[src/rtl/spqtc_pkg.sv]
// Shared types and constants for the sorted priority queue with type counts.
`timescale 1ns / 1ps
`default_nettype none

package spqtc_pkg;

  localparam int unsigned DEFAULT_QUEUE_DEPTH = 64;

  // Width of the reported occupancy and count fields.
  localparam int unsigned CNT_OUT_W = 7;

  // Type bytes that are tallied.
  localparam logic [7:0] TYPE_P = 8'h70;
  localparam logic [7:0] TYPE_B = 8'h62;
  localparam logic [7:0] TYPE_G = 8'h67;

  typedef enum logic {
    ACT_INSERT = 1'b0,
    ACT_REMOVE = 1'b1
  } action_t;

  typedef struct packed {
    logic signed [31:0] value;
    logic [7:0]         kind;
    logic [63:0]        code;
  } entry_t;

  // Per-cycle command broadcast to every cell.
  typedef struct packed {
    logic   ins_go;
    logic   rem_go;
    entry_t new_entry;
  } cell_ctl_t;

endpackage

`default_nettype wire

[src/rtl/spqtc_cell.sv]
// One slot of the sorted chain; slot 0 holds the largest (newest among equals) entry.
`timescale 1ns / 1ps
`default_nettype none

module spqtc_cell #(
  parameter int unsigned DEPTH = spqtc_pkg::DEFAULT_QUEUE_DEPTH,
  parameter int unsigned IDX   = 0,
  localparam int unsigned FW   = $clog2(DEPTH + 1)
) (
  input  wire logic                clk,
  input  wire spqtc_pkg::cell_ctl_t ctl,
  input  wire logic [FW-1:0]       fill,
  input  wire logic                prev_gt,    // neighbor toward slot 0 holds a larger value
  input  wire spqtc_pkg::entry_t   prev_entry,
  input  wire spqtc_pkg::entry_t   next_entry,
  output logic                     gt,
  output spqtc_pkg::entry_t        entry
);

  spqtc_pkg::entry_t entry_r;
  spqtc_pkg::entry_t entry_nxt;
  logic              occ;

  assign occ   = fill > FW'(IDX);
  assign gt    = occ && (entry_r.value > ctl.new_entry.value);
  assign entry = entry_r;

  always_comb begin
    entry_nxt = entry_r;
    if (ctl.rem_go) begin
      entry_nxt = next_entry;
    end else if (ctl.ins_go) begin
      if (gt) begin
        entry_nxt = entry_r;
      end else if (prev_gt) begin
        entry_nxt = ctl.new_entry;
      end else begin
        entry_nxt = prev_entry;
      end
    end
  end

  always_ff @(posedge clk) begin
    entry_r <= entry_nxt;
  end

endmodule

`default_nettype wire

[config.mk]
export PLATFORM = sky130hd
export DESIGN_NAME = spqtc_cell
export DESIGN_NICKNAME = d
export VERILOG_FILES = /design/src/rtl/spqtc_pkg.sv /design/src/rtl/spqtc_cell.sv
export SDC_FILE = /design/constraint.sdc
export NUM_CORES = 1
export LEC_CHECK = 0
export BUFFER_PORTS_ARGS = -buffer_cell sky130_fd_sc_hd__buf_2
export CELL_PAD_IN_SITES_DETAIL_PLACEMENT = 0
export CELL_PAD_IN_SITES_GLOBAL_PLACEMENT = 2
export CORE_MARGIN = 2
export CORE_UTILIZATION = 23
export DETAILED_ROUTE_END_ITERATION = 7
export PLACE_DENSITY_LB_ADDON = 0.1
export REMOVE_ABC_BUFFERS = 1
export SETUP_SLACK_MARGIN = 0.1
export SYNTH_ARGS = -nofsm -noshare
export SYNTH_HDL_FRONTEND = slang
export SYNTH_SLANG_ARGS = --single-unit
[constraint.sdc]
create_clock -name clk -period 6.2 [get_ports clk]
set_clock_uncertainty 0.1 [all_clocks]
set_input_delay 0.31 -clock clk [delete_from_list [all_inputs] [get_ports clk]]
set_output_delay 0.31 -clock clk [all_outputs]
set_load 0.005 [all_outputs]
Word-level counts from Yosys, hierarchy flattened. Index checks and enable logic that the tools add are counted.

Logic and storage cells: 13. Flip-flop bits (word level): 104. Input bits: 323. Output and inout bits: 105.

Magnitude comparators: 2. Equality and inequality tests: 1. Muxes and demuxes: 4. Reductions and logical operators: 3.

Operators by type and width (count): $mux W104 (4); $gt A32 B32 Y1 (1); $gt A7 B1 Y1 const B (1); $ne A2 B2 Y1 const B (1); $reduce_and A2 Y1 (1); $reduce_bool A2 Y1 (1); $logic_and A1 B1 Y1 (1).

Depth between registers and ports, before layout. Gate-level depths: netlist of run 1.

Depth in word-level cells: 5. Gate-level depth with buffers: 8. Mapped depth without buffers: 8.

Worst setup path before layout of run 1. OpenSTA, ideal clock, no wires.

Path kind: register to register. Start: register entry_r, in the netlist entry[86]. End: register entry_r, in the netlist entry[0], enable pin. Required time: 5.627 ns. Path slack: 1.474 ns. Buffers on the path: 0. Arrival: 4.153 ns. Clock period less this slack: 4.726 ns. Stages on the path, launching flop included: 8. Library setup time: 0.473 ns. Cells stage by stage: edfxtp_1 -> ha_1 -> a21oi_2 -> nand2_1 -> a221o_1 -> o31a_1 -> o211ai_1 -> a31o_1.

Longest elaborated chain between the ends: 4.

Ends and longest elaborated chain: start, declared (RTL line spqtc_cell.sv:20) `spqtc_pkg::entry_t entry_r;`; start signal, assigned (RTL line spqtc_cell.sv:44) `entry_r <= entry_nxt;`; $gt A32 B32 Y1 (RTL line spqtc_cell.sv:25) `assign gt = occ && (entry_r.value > ctl.new_entry.value);`; $logic_and A1 B1 Y1 (RTL line spqtc_cell.sv:25); $ne A2 B2 Y1 (no source line); $reduce_and A2 Y1 (no source line).

Every way passes these cells. A chain may end at the register's enable or synchronous reset.

Final worst setup path of run 1.
Start: register entry_r, in the netlist entry[79]. End: register entry_r, in the netlist entry[40], enable pin.

The elaborated chain is that of the path after synthesis.

==> summary.txt, run 1 <==
Status
  • Run status: finished clean

Global routing
  • Leftover overflow at the end of global routing: 0
  • Largest net degree at the start of global routing: 94
  • Vias in the first global route: 5,696
  • Antenna violations before repair: 8
  • Global-route wire length before repair: 33.9 mm
  • Combined global-route utilization of all metal layers: 16.2%

STA
  • Achievable frequency: 0.282 GHz
  • Minimum period implied by the final worst setup slack: 3.54 ns
  • Number of max-slew violations in the final report: 0
  • Post-route fraction of the period consumed by the critical path: 57.1%
  • Unrepaired setup endpoints after global routing: false
  • Headroom to the max-slew limit: 43.7%
  • Final setup violation count: 0
  • Final TNS setup: 0 ns
  • Count of endpoints failing hold in the final timing report: 0
  • Slew at the pin closest to its max-slew limit: 0.844 ns
  • Final setup slack of the worst path: 2.66 ns

Critical path
  • Kind of capture point of the worst setup path: register
  • Class of the most critical setup path: register to register
  • Data required, critical path: 6.11 ns
  • Crit start category: register
  • Largest fanout on the critical path: 45
  • Data arrival time of the critical path: 3.46 ns

Clock network
  • Number of buffers created by CTS: 9
  • Clock slew at the register clock pins of the worst setup and hold paths: 0.08 ns
  • Root buffer cell: sky130_fd_sc_hd__clkbuf_16
  • Hold-fix buffers at CTS: 0
  • Clock buffer depth: 2
  • H-Tree Level Count: 3
  • Number of gates resized after cts: 0
  • Clock tree from TritonCTS: built
  • TritonCTS Sinks: 104
  • Buffer count from post-CTS setup fixing: 0
  • Worst-skew pair later-pin latency: 0.36 ns

Placement
  • Placer Congestion: 0.734
  • Post-detail-place hpwl: 18.3 mm
  • Count of buffers from port buffering: 427
  • Worst Setup Slack post-DPL: 2.47 ns

Pwr
  • Switching part of the total: 28.9%
  • Cell internal pwr: 0.00138 W
  • Power spent charging and discharging nets: 0.000561 W
  • Combinational Power Share: 23.6%
  • Sum of internal, switching and leakage power: 0.00194 W
  • Sequential share of power: 46.8%
  • Peak supply drop: 0.115 mV
  • Clock network fraction of design power: 29.6%
  • Leakage Power: 4.41 nW
  • Power per cell area: 220 nW/um^2

Synthesis
  • Top cells by area in the synthesized netlist: sky130_fd_sc_hd__edfxtp_1, sky130_fd_sc_hd__mux2i_1, sky130_fd_sc_hd__o21ai_0, sky130_fd_sc_hd__nand2_1, sky130_fd_sc_hd__ha_1
  • Yosys Warn Count: 0
  • Area of the mapped netlist: 6050 sq um
  • Mapped Avg Cell Area: 10.6 sq um
  • Post-synthesis cell type with the largest combined area: sky130_fd_sc_hd__edfxtp_1
  • Cells after Synth: 570
  • Number of distinct library cell variants in the gate-level netlist after synthesis: 28
  • Post-synthesis sequential element count: 104
  • Sequential cell area fraction in the yosys report: 51.6%
  • Top-area cell type share of the netlist area: 51.6%

Routing
  • Drt first pass iters: 4
  • DR DRC count: 0
  • Post-detailed-route wirelength per cell: 17.4 um
  • DR vias/cell: 4.24
  • ANT nets after route: 0
  • Iteration-0 DRC count of the detailed router: 172
  • Detailed-route via count: 5,613
  • Detailed Route WL: 23.0 mm

Hold path
  • Class of the worst hold path: input port to register

Floorplanning
  • Core box area: 26,000 sq um
  • Die outline width: 166 um
  • I/O Pins: 428
  • Row Count: 59
  • Floorplan die area: 27,600 sq um
  • Initial core utilization: 23.3%
  • Die Y: 166 um

Layout
  • Proportion of layout cells with a drive suffix above 1: 45.8%
  • Post-Route Utilization: 34.0%
  • Number of fillers in the final layout: 2,807
  • Fin nets: 1,333
  • Layout area overhead: 46.0%
  • Largest register FFs: 104

Job
  • Count of max-cap constraint violations: 0
==> layer usage <==
metal	routed length [um]	part of all wire (%)	GRT usage, %
met4	346	1.5	4.54
met5	23	0.10	0
met1	8570	37	17.3
met2	11900	52	29.6
met3	2150	9.4	6.46
==> Yosys cell counts, drive strengths merged <==
library cell and n:
nand2 111, o21ai 107, edfxtp 104, mux2i 104
ha 32, inv 32, clkbuf 24, a21oi 13
buf 11, nand4 8, nor2 4, nand3 3
o211ai 3, nor4 2, a2111oi 1, a211oi 1
a21o 1, a221o 1, a22oi 1, a31o 1
a31oi 1, nor2b 1, nor3 1, o31a 1
or4 1, or4b 1
==> worst max-delay path: stages (launching register included) <==
cell and delay, ns:
sky130_fd_sc_hd__edfxtp_1 0.40, sky130_fd_sc_hd__ha_1 0.32, sky130_fd_sc_hd__a21oi_1 0.16, sky130_fd_sc_hd__o21ai_0 0.12
sky130_fd_sc_hd__a221o_1 0.31, sky130_fd_sc_hd__o31a_1 0.33, sky130_fd_sc_hd__o211ai_1 0.24, sky130_fd_sc_hd__a31o_4 0.66
sky130_fd_sc_hd__buf_4 0.51
==> path summary, 6_finish.rpt <==
| check | from | endpoint | slack (ns) | cells past startpoint |
|---|---|---|---|---|
| worst max-delay path | entry[79] | entry[40] | 2.66 | 8 |
| worst min-delay path | next_entry[73] | entry[73] | 0.13 | 3 |
| worst max register to register | entry[79] | entry[40] | 2.66 | 8 |
| worst min register to register | entry[103] | entry[78] | 1.33 | 3 |
==> cell type report <==
| cell class | instances | area, sq um | share of cell area, % |
|---|---|---|---|
| inverter | 32 | 120 | 1.36 |
| clock buffer | 9 | 225 | 2.55 |
| sequential | 104 | 3120 | 35.3 |
| timing repair buffer | 432 | 2190 | 24.7 |
| multi-input combinational | 399 | 2680 | 30.4 |
| clock inverter | 7 | 66.3 | 0.750 |
| antenna | 6 | 15.0 | 0.170 |
| tap | 335 | 419 | 4.74 |
==> layout by cell type, fill, tap and decap left out, drive strengths merged, types with 8 or more instances in the layout <==
cell type | netlist | routed
nand2 | 111 | 111
clkbuf | 24 | 9
buf | 11 | 432
mux2i | 104 | 104
nand4 | 8 | 8
a21oi | 13 | 13
ha | 32 | 32
edfxtp | 104 | 104
inv | 32 | 35
o21ai | 107 | 107
==> metrics by stage <==
step / instances / cell area (sq um) / hold slack, ns
6_report: 1324 / 8840 / 0.127
5_1_grt: 1321 / 8830 / 0.115
4_1_cts: 1318 / 8820 / 0.102
3_5_place_dp: 1302 / 8530 / 0.492
3_3_place_gp: 1302 / 8530 / 0.486
2_1_floorplan: 535 / 5920 / 0.397
==> power groups by stage <==
| stage | combinational (W) | sequential (W) | clock [W] |
|---|---|---|---|
| finish | 0.000458 | 0.000911 | 0.000575 |
| global route | 0.000517 | 0.000922 | 0.000626 |
| CTS | 0.000472 | 0.000912 | 0.000606 |
| detailed placement | 0.000471 | 0.000927 | 0 |
| global placement | 0.000477 | 0.000925 | 0 |
| floorplan | 0.000157 | 0.000947 | 0 |
==> cells by family after synthesis <==
group | Yosys count | synth area share [%]
and+or+nand+nor | 132 | 8.95
AOI/OAI and AO/OA | 131 | 11.4
muxes | 104 | 17.2
DFF | 104 | 51.6
buffers and inverters | 67 | 4.24
adders and majority gates | 32 | 6.61
Note: power is estimated with default switching activity, not from simulation.
==> run 2: changes to the inputs <==
--- a/config.mk
+++ b/config.mk
@@ -9,7 +9,7 @@
 export CELL_PAD_IN_SITES_DETAIL_PLACEMENT = 0
 export CELL_PAD_IN_SITES_GLOBAL_PLACEMENT = 2
 export CORE_MARGIN = 2
-export CORE_UTILIZATION = 23
+export CORE_UTILIZATION = 20
 export DETAILED_ROUTE_END_ITERATION = 7
 export PLACE_DENSITY_LB_ADDON = 0.1
 export REMOVE_ABC_BUFFERS = 1
==> constraint.sdc (replaced) <==
create_clock -name clk -period 2.91 [get_ports clk]
set_clock_uncertainty 0.1 [all_clocks]
set_input_delay 0.1455 -clock clk [delete_from_list [all_inputs] [get_ports clk]]
set_output_delay 0.1455 -clock clk [all_outputs]
set_load 0.005 [all_outputs]
==> run 2 against run 1 <==
The run now ends with negative setup slack left; sequential power is 110% higher; worst hold slack got worse by 0.089 ns; setup slack got worse by 2.7 ns; sequential share of layout area fell by 4.7 points; first-iteration DRC count shrank 1.7%; critical path depth stayed put; flip-flop and latch count unchanged; final cell count grew 13%; global-route usage is 0.84 points lower; die area rose by 15%; largest cell class is now non-clock buffers; highest routed layer unchanged.
==> summary.txt, run 2 (synthesized netlist as in run 1, its figures left out) <==
Status
  • Violations in the final reports: negative setup slack
  • Run status: finished, violations left

Clock network
  • Worst-skew pair later-pin latency: 0.36 ns
  • TritonCTS Sinks: 104
  • Root buffer cell: sky130_fd_sc_hd__clkbuf_16
  • Number of buffers created by CTS: 9
  • Clock slew at the register clock pins of the worst setup and hold paths: 0.08 ns
  • Clock tree from TritonCTS: built
  • Clock buffer depth: 2
  • H-Tree Level Count: 3

Global routing
  • Antenna violations before repair: 9
  • Leftover overflow at the end of global routing: 0
  • Global-route wire length before repair: 36.1 mm
  • Vias in the first global route: 6,389
  • Combined global-route utilization of all metal layers: 15.4%
  • Largest net degree at the start of global routing: 81

STA
  • Worst Hold Slack: 0.0382 ns
  • Minimum period implied by the final worst setup slack: 2.95 ns
  • Number of max-slew violations in the final report: 0
  • Slew at the pin closest to its max-slew limit: 0.570 ns
  • Headroom to the max-slew limit: 62.0%
  • Achievable frequency: 0.339 GHz
  • Post-route fraction of the period consumed by the critical path: 101%
  • Unrepaired setup endpoints after global routing: true
  • Final setup slack of the worst path: -0.0400 ns
  • Count of endpoints failing hold in the final timing report: 0
  • Final setup violation count: 82

Routing
  • Detailed-route via count: 6,056
  • Post-detailed-route wirelength per cell: 16.8 um
  • DR vias/cell: 4.05
  • DR DRC count: 0
  • Detailed Route WL: 25.1 mm
  • Drt first pass iters: 4
  • ANT nets after route: 0
  • Iteration-0 DRC count of the detailed router: 169

Critical path
  • Crit start category: register
  • Minimum setup slack among reg-to-reg paths: -0.04 ns
  • Depth of the worst register-to-register path: 8
  • Kind of capture point of the worst setup path: register
  • Data required, critical path: 2.91 ns
  • Class of the most critical setup path: register to register
  • Last element of the critical path: entry[54]
  • Critical path launch point: entry[86]
  • Largest fanout on the critical path: 32
  • Worst reg2reg path startpoint: entry[86]
  • End of the worst register-to-register path: entry[54]
  • Data arrival time of the critical path: 2.95 ns

Floorplanning
  • Core box area: 29,700 sq um
  • Floorplan die area: 31,700 sq um
  • Initial core utilization: 20.4%
  • I/O Pins: 428
  • Die Y: 178 um
  • Row Count: 63
  • Die outline width: 178 um

Placement
  • Placer Congestion: 0.751
  • Worst Setup Slack post-DPL: -0.142 ns
  • Count of buffers from port buffering: 427
  • Post-detail-place hpwl: 20.3 mm

Hold path
  • Hold Crit Depth: 3
  • Class of the worst hold path: input port to register

Layout
  • Largest register FFs: 104
  • Fin nets: 1,447
  • Total area of multi-input combinational cells: 2780 sq um
  • Leading cell types in the layout, fill and taps excluded: sky130_fd_sc_hd__buf_2, sky130_fd_sc_hd__nand2_1, sky130_fd_sc_hd__o21ai_0, sky130_fd_sc_hd__mux2i_1, sky130_fd_sc_hd__edfxtp_1
  • Most common cell after layout, fill and taps aside: sky130_fd_sc_hd__buf_2
  • Layout area overhead: 68.7%
  • Post-Route Utilization: 34.4%
  • Number of fillers in the final layout: 3,207
  • Flip-flop and latch area: 3120 sq um
  • Proportion of layout cells with a drive suffix above 1: 43.5%

Pwr
  • Power per cell area: 428 nW/um^2
  • Leakage Power: 4.94 nW
  • Peak supply drop: 0.277 mV

Job
  • Count of max-cap constraint violations: 0
run 2: cell count changes in the layout (fill, tap and decap cells not counted), moves of 2 or more:
cell,change
sky130_fd_sc_hd__buf_12,+7
sky130_fd_sc_hd__buf_4,+9
sky130_fd_sc_hd__dlygate4sd3_1,+97
sky130_fd_sc_hd__ha_1,-7
sky130_fd_sc_hd__ha_4,+7
sky130_fd_sc_hd__inv_8,+2
run 2: layout make-up:
cell class              instances  area share (%)
repair buffers                546            33.3
flip-flops and latches        104            30.6
multi-input cells             399            27.2
well taps                     390            4.78
clock buffers                   9            2.21
inverters                      32            1.18
clock inverters                 7           0.625
diodes                          7           0.172
run 2: metal layers:
| layer | global-route usage [%] | vias to the layer above | wire length [um] |
|---|---|---|---|
| met1 | 16.3 | 2644 | 9180 |
| met2 | 27.3 | 255 | 12600 |
| met5 | 0 | - | 27 |
| met4 | 5.36 | 4 | 619 |
| li1 | - | 3121 | - |
| met3 | 6.52 | 32 | 2710 |
run 2: how the worst min path moves through the flow:
stage	startpoint	endpoint	slack, ns
2_1_floorplan	ctl[104]	entry[0]	0.23
3_3_place_gp	next_entry[24]	entry[24]	0.32
3_5_place_dp	next_entry[9]	entry[9]	0.33
4_1_cts	prev_entry[19]	entry[19]	0.02
5_1_grt	next_entry[69]	entry[69]	0.05
6_report	prev_entry[19]	entry[19]	0.04
run 2: per-stage QoR:
step                total power, W  instances  area (sq um)  setup TNS, ns
finish                     0.00437       1494         10200          -1.44
global route               0.00467       1491         10200         -12.50
CTS                        0.00449       1486         10100          -1.65
detailed placement         0.00305       1372          8800         -13.39
global placement           0.00306       1372          8800          -7.82
floorplan                  0.00235        535          5920        -188.86
run 2: report_power, final:
group | internal [W] | total, W | switching [W]
logic | 0.000615 | 0.00119 | 0.000571
registers | 0.00188 | 0.00194 | 0.0000583
clock network | 0.000604 | 0.00125 | 0.000642
run 2: worst max-delay path, cell delays in order, from the launching register on:
cell	delay (ns)
sky130_fd_sc_hd__edfxtp_1	0.43
sky130_fd_sc_hd__ha_4	0.25
sky130_fd_sc_hd__a21oi_2	0.13
sky130_fd_sc_hd__nand2_1	0.07
sky130_fd_sc_hd__a221o_1	0.34
sky130_fd_sc_hd__o31a_1	0.31
sky130_fd_sc_hd__or4b_4	0.53
sky130_fd_sc_hd__a31o_4	0.31
sky130_fd_sc_hd__buf_12	0.19
run 2: repair_timing:
action	in CTS	in global routing
hold buffers	97	0
buffers inserted	1	0
cloned	0	1
pin swaps	2	0
setup endpoints to repair	105	105
gates resized for setup	9	2
endpoints found under the hold margin	97	0
==> run 3: changes to the inputs <==
--- a/config.mk
+++ b/config.mk
@@ -8,6 +8,7 @@
 export BUFFER_PORTS_ARGS = -buffer_cell sky130_fd_sc_hd__buf_2
 export CELL_PAD_IN_SITES_DETAIL_PLACEMENT = 0
 export CELL_PAD_IN_SITES_GLOBAL_PLACEMENT = 2
+export CORE_ASPECT_RATIO = 1.25
 export CORE_MARGIN = 2
 export CORE_UTILIZATION = 20
 export DETAILED_ROUTE_END_ITERATION = 7
==> run 3 against run 2 <==
The flow still finishes with violations (negative setup slack); critical path depth is 1 higher; flip-flop and latch count is the same; final area up 0.74%; critical path type unchanged.
==> summary.txt, run 3 (synthesized netlist as in run 1, its figures left out) <==
Routing
  • ANT nets after route: 0
  • DR vias/cell: 4.01
  • Post-detailed-route wirelength per cell: 16.1 um
  • Detailed Route WL: 24.1 mm
  • Detailed-route via count: 6,010
  • Iteration-0 DRC count of the detailed router: 140
  • DR DRC count: 0
  • Drt first pass iters: 4

Floorplanning
  • I/O Pins: 428
  • Floorplan die area: 31,700 sq um
  • Initial core utilization: 20.2%
  • Die Y: 199 um
  • Core box area: 29,900 sq um
  • Row Count: 71
  • Die outline width: 160 um

Placement
  • Placed Area: 8780 sq um
  • Worst Setup Slack post-DPL: -0.155 ns
  • Count of buffers from port buffering: 427
  • Post-detail-place hpwl: 19.3 mm
  • Placer Congestion: 0.708

Layout
  • Layout area overhead: 69.9%
  • Largest register FFs: 104
  • Most common cell after layout, fill and taps aside: sky130_fd_sc_hd__buf_2
  • Leading cell types in the layout, fill and taps excluded: sky130_fd_sc_hd__buf_2, sky130_fd_sc_hd__nand2_1, sky130_fd_sc_hd__o21ai_0, sky130_fd_sc_hd__mux2i_1, sky130_fd_sc_hd__edfxtp_1
  • Post-Route Utilization: 34.4%
  • Final std cell area, no fill: 10,300 sq um
  • Fin nets: 1,446
  • Proportion of layout cells with a drive suffix above 1: 44.3%

Global routing
  • Leftover overflow at the end of global routing: 0
  • Global-route wire length before repair: 34.7 mm
  • Vias in the first global route: 6,149
  • Combined global-route utilization of all metal layers: 14.6%
  • Antenna violations before repair: 4
  • Largest net degree at the start of global routing: 72

STA
  • Number of max-slew violations in the final report: 0
  • Minimum period implied by the final worst setup slack: 2.94 ns
  • Slew at the pin closest to its max-slew limit: 0.522 ns
  • Headroom to the max-slew limit: 65.2%
  • Final setup slack of the worst path: -0.0347 ns
  • Achievable frequency: 0.340 GHz
  • Post-route fraction of the period consumed by the critical path: 101%
  • Unrepaired setup endpoints after global routing: true
  • Final setup violation count: 73
  • Count of endpoints failing hold in the final timing report: 0

Status
  • Violations in the final reports: negative setup slack
  • Run status: finished, violations left

Hold path
  • Class of the worst hold path: input port to register

Critical path
  • Largest fanout on the critical path: 19
  • Class of the most critical setup path: register to register
  • End of the worst register-to-register path: entry[60]
  • Worst reg2reg path startpoint: entry[86]
  • Crit start category: register
  • Data required, critical path: 2.92 ns
  • Data arrival time of the critical path: 2.95 ns
  • Minimum setup slack among reg-to-reg paths: -0.03 ns
  • Kind of capture point of the worst setup path: register
  • Last element of the critical path: entry[60]
  • CP max stage cell: sky130_fd_sc_hd__or4b_4
  • Critical path launch point: entry[86]
  • Slowest Stage Delay on Critical Path: 0.53 ns
  • Depth of the worst register-to-register path: 9
  • CP cell instances: ha_4 -> a21oi_2 -> nand2_1 -> a221o_1 -> o31a_1 -> or4b_4 -> a31o_4 -> buf_12 -> buf_16

Pwr
  • Power per cell area: 426 nW/um^2
  • Leakage Power: 4.97 nW
  • Peak supply drop: 0.209 mV

Clock network
  • H-Tree Level Count: 3
  • Clock tree from TritonCTS: built
  • Clock buffer depth: 2
  • TritonCTS Sinks: 104
  • Worst-skew pair later-pin latency: 0.35 ns
  • Number of buffers created by CTS: 9
  • Clock slew at the register clock pins of the worst setup and hold paths: 0.08 ns
  • Root buffer cell: sky130_fd_sc_hd__clkbuf_16

Job
  • Count of max-cap constraint violations: 0
run 3: changes by cell type in the layout (fill, tap and decap cells not counted), moves of 2 or more:
| cell | delta |
|---|---|
| sky130_fd_sc_hd__buf_16 | +5 |
| sky130_fd_sc_hd__buf_4 | +2 |
| sky130_fd_sc_hd__diode_2 | -4 |
| sky130_fd_sc_hd__dlygate4sd3_1 | -9 |
| sky130_fd_sc_hd__inv_8 | -2 |
run 3: worst min path at each step:
| stage | to | start | slack, ns | cells past startpoint |
|---|---|---|---|---|
| 2_1_floorplan | entry[0] | ctl[104] | 0.23 | 2 |
| 3_3_place_gp | entry[30] | next_entry[30] | 0.32 | 3 |
| 3_5_place_dp | entry[0] | next_entry[0] | 0.33 | 3 |
| 4_1_cts | entry[53] | next_entry[53] | 0.001 | 3 |
| 5_1_grt | entry[29] | next_entry[29] | 0.02 | 3 |
| 6_report | entry[88] | next_entry[88] | 0.01 | 3 |
run 3: per-stage QoR:
stage	TNS [ns]	hold WS, ns	total power, W	cells
after floorplan	-188.86	0.233	0.00235	535
after global placement	-12.85	0.323	0.00305	1382
after detailed placement	-13.80	0.327	0.00304	1382
after CTS	-7.50	0.00143	0.00447	1495
after global routing	-10.51	0.0153	0.00466	1499
final	-1.38	0.0119	0.00438	1499
run 3: cell type report:
class	count	area [sq um]
Multi-Input combinational cell	399	2790
Antenna cell	3	7.51
Inverter	32	120
Tap cell	401	502
Fill cell	3189	19700
Clock inverter	6	52.6
Timing Repair Buffer	545	3460
Sequential cell	104	3120
Clock buffer	9	225
run 3: critical path: cells and delay by family, from the launching register on:
kind | cells | cell delay [ns]
flops | 1 | 0.43
compound gates | 4 | 1.02
buf+inv | 2 | 0.31
simple gates | 2 | 0.59
fa+ha+maj | 1 | 0.25
run 3: per-layer routing:
metal  share of wire (%)  wire, um  global-route usage, %
met1                  35      8480                   14.3
met2                  54     13100                   28.5
met3                 8.0      1920                   5.00
met4                 2.3       555                   4.95
met5               0.029         7                      0
run 3: repair_timing:
item,CTS,global route
endpoints found under the hold margin,88,0
buffers inserted,7,0
setup endpoints to repair,105,105
resized for setup,13,8
hold buffers,88,0
cloned,4,1
pin swaps,3,2
run 3: power by group:
part	internal [W]	switching (W)	leakage, nW
clock	0.000590	0.000604	0.130
sequential	0.00188	0.0000599	1.06
combinational	0.000659	0.000583	3.78
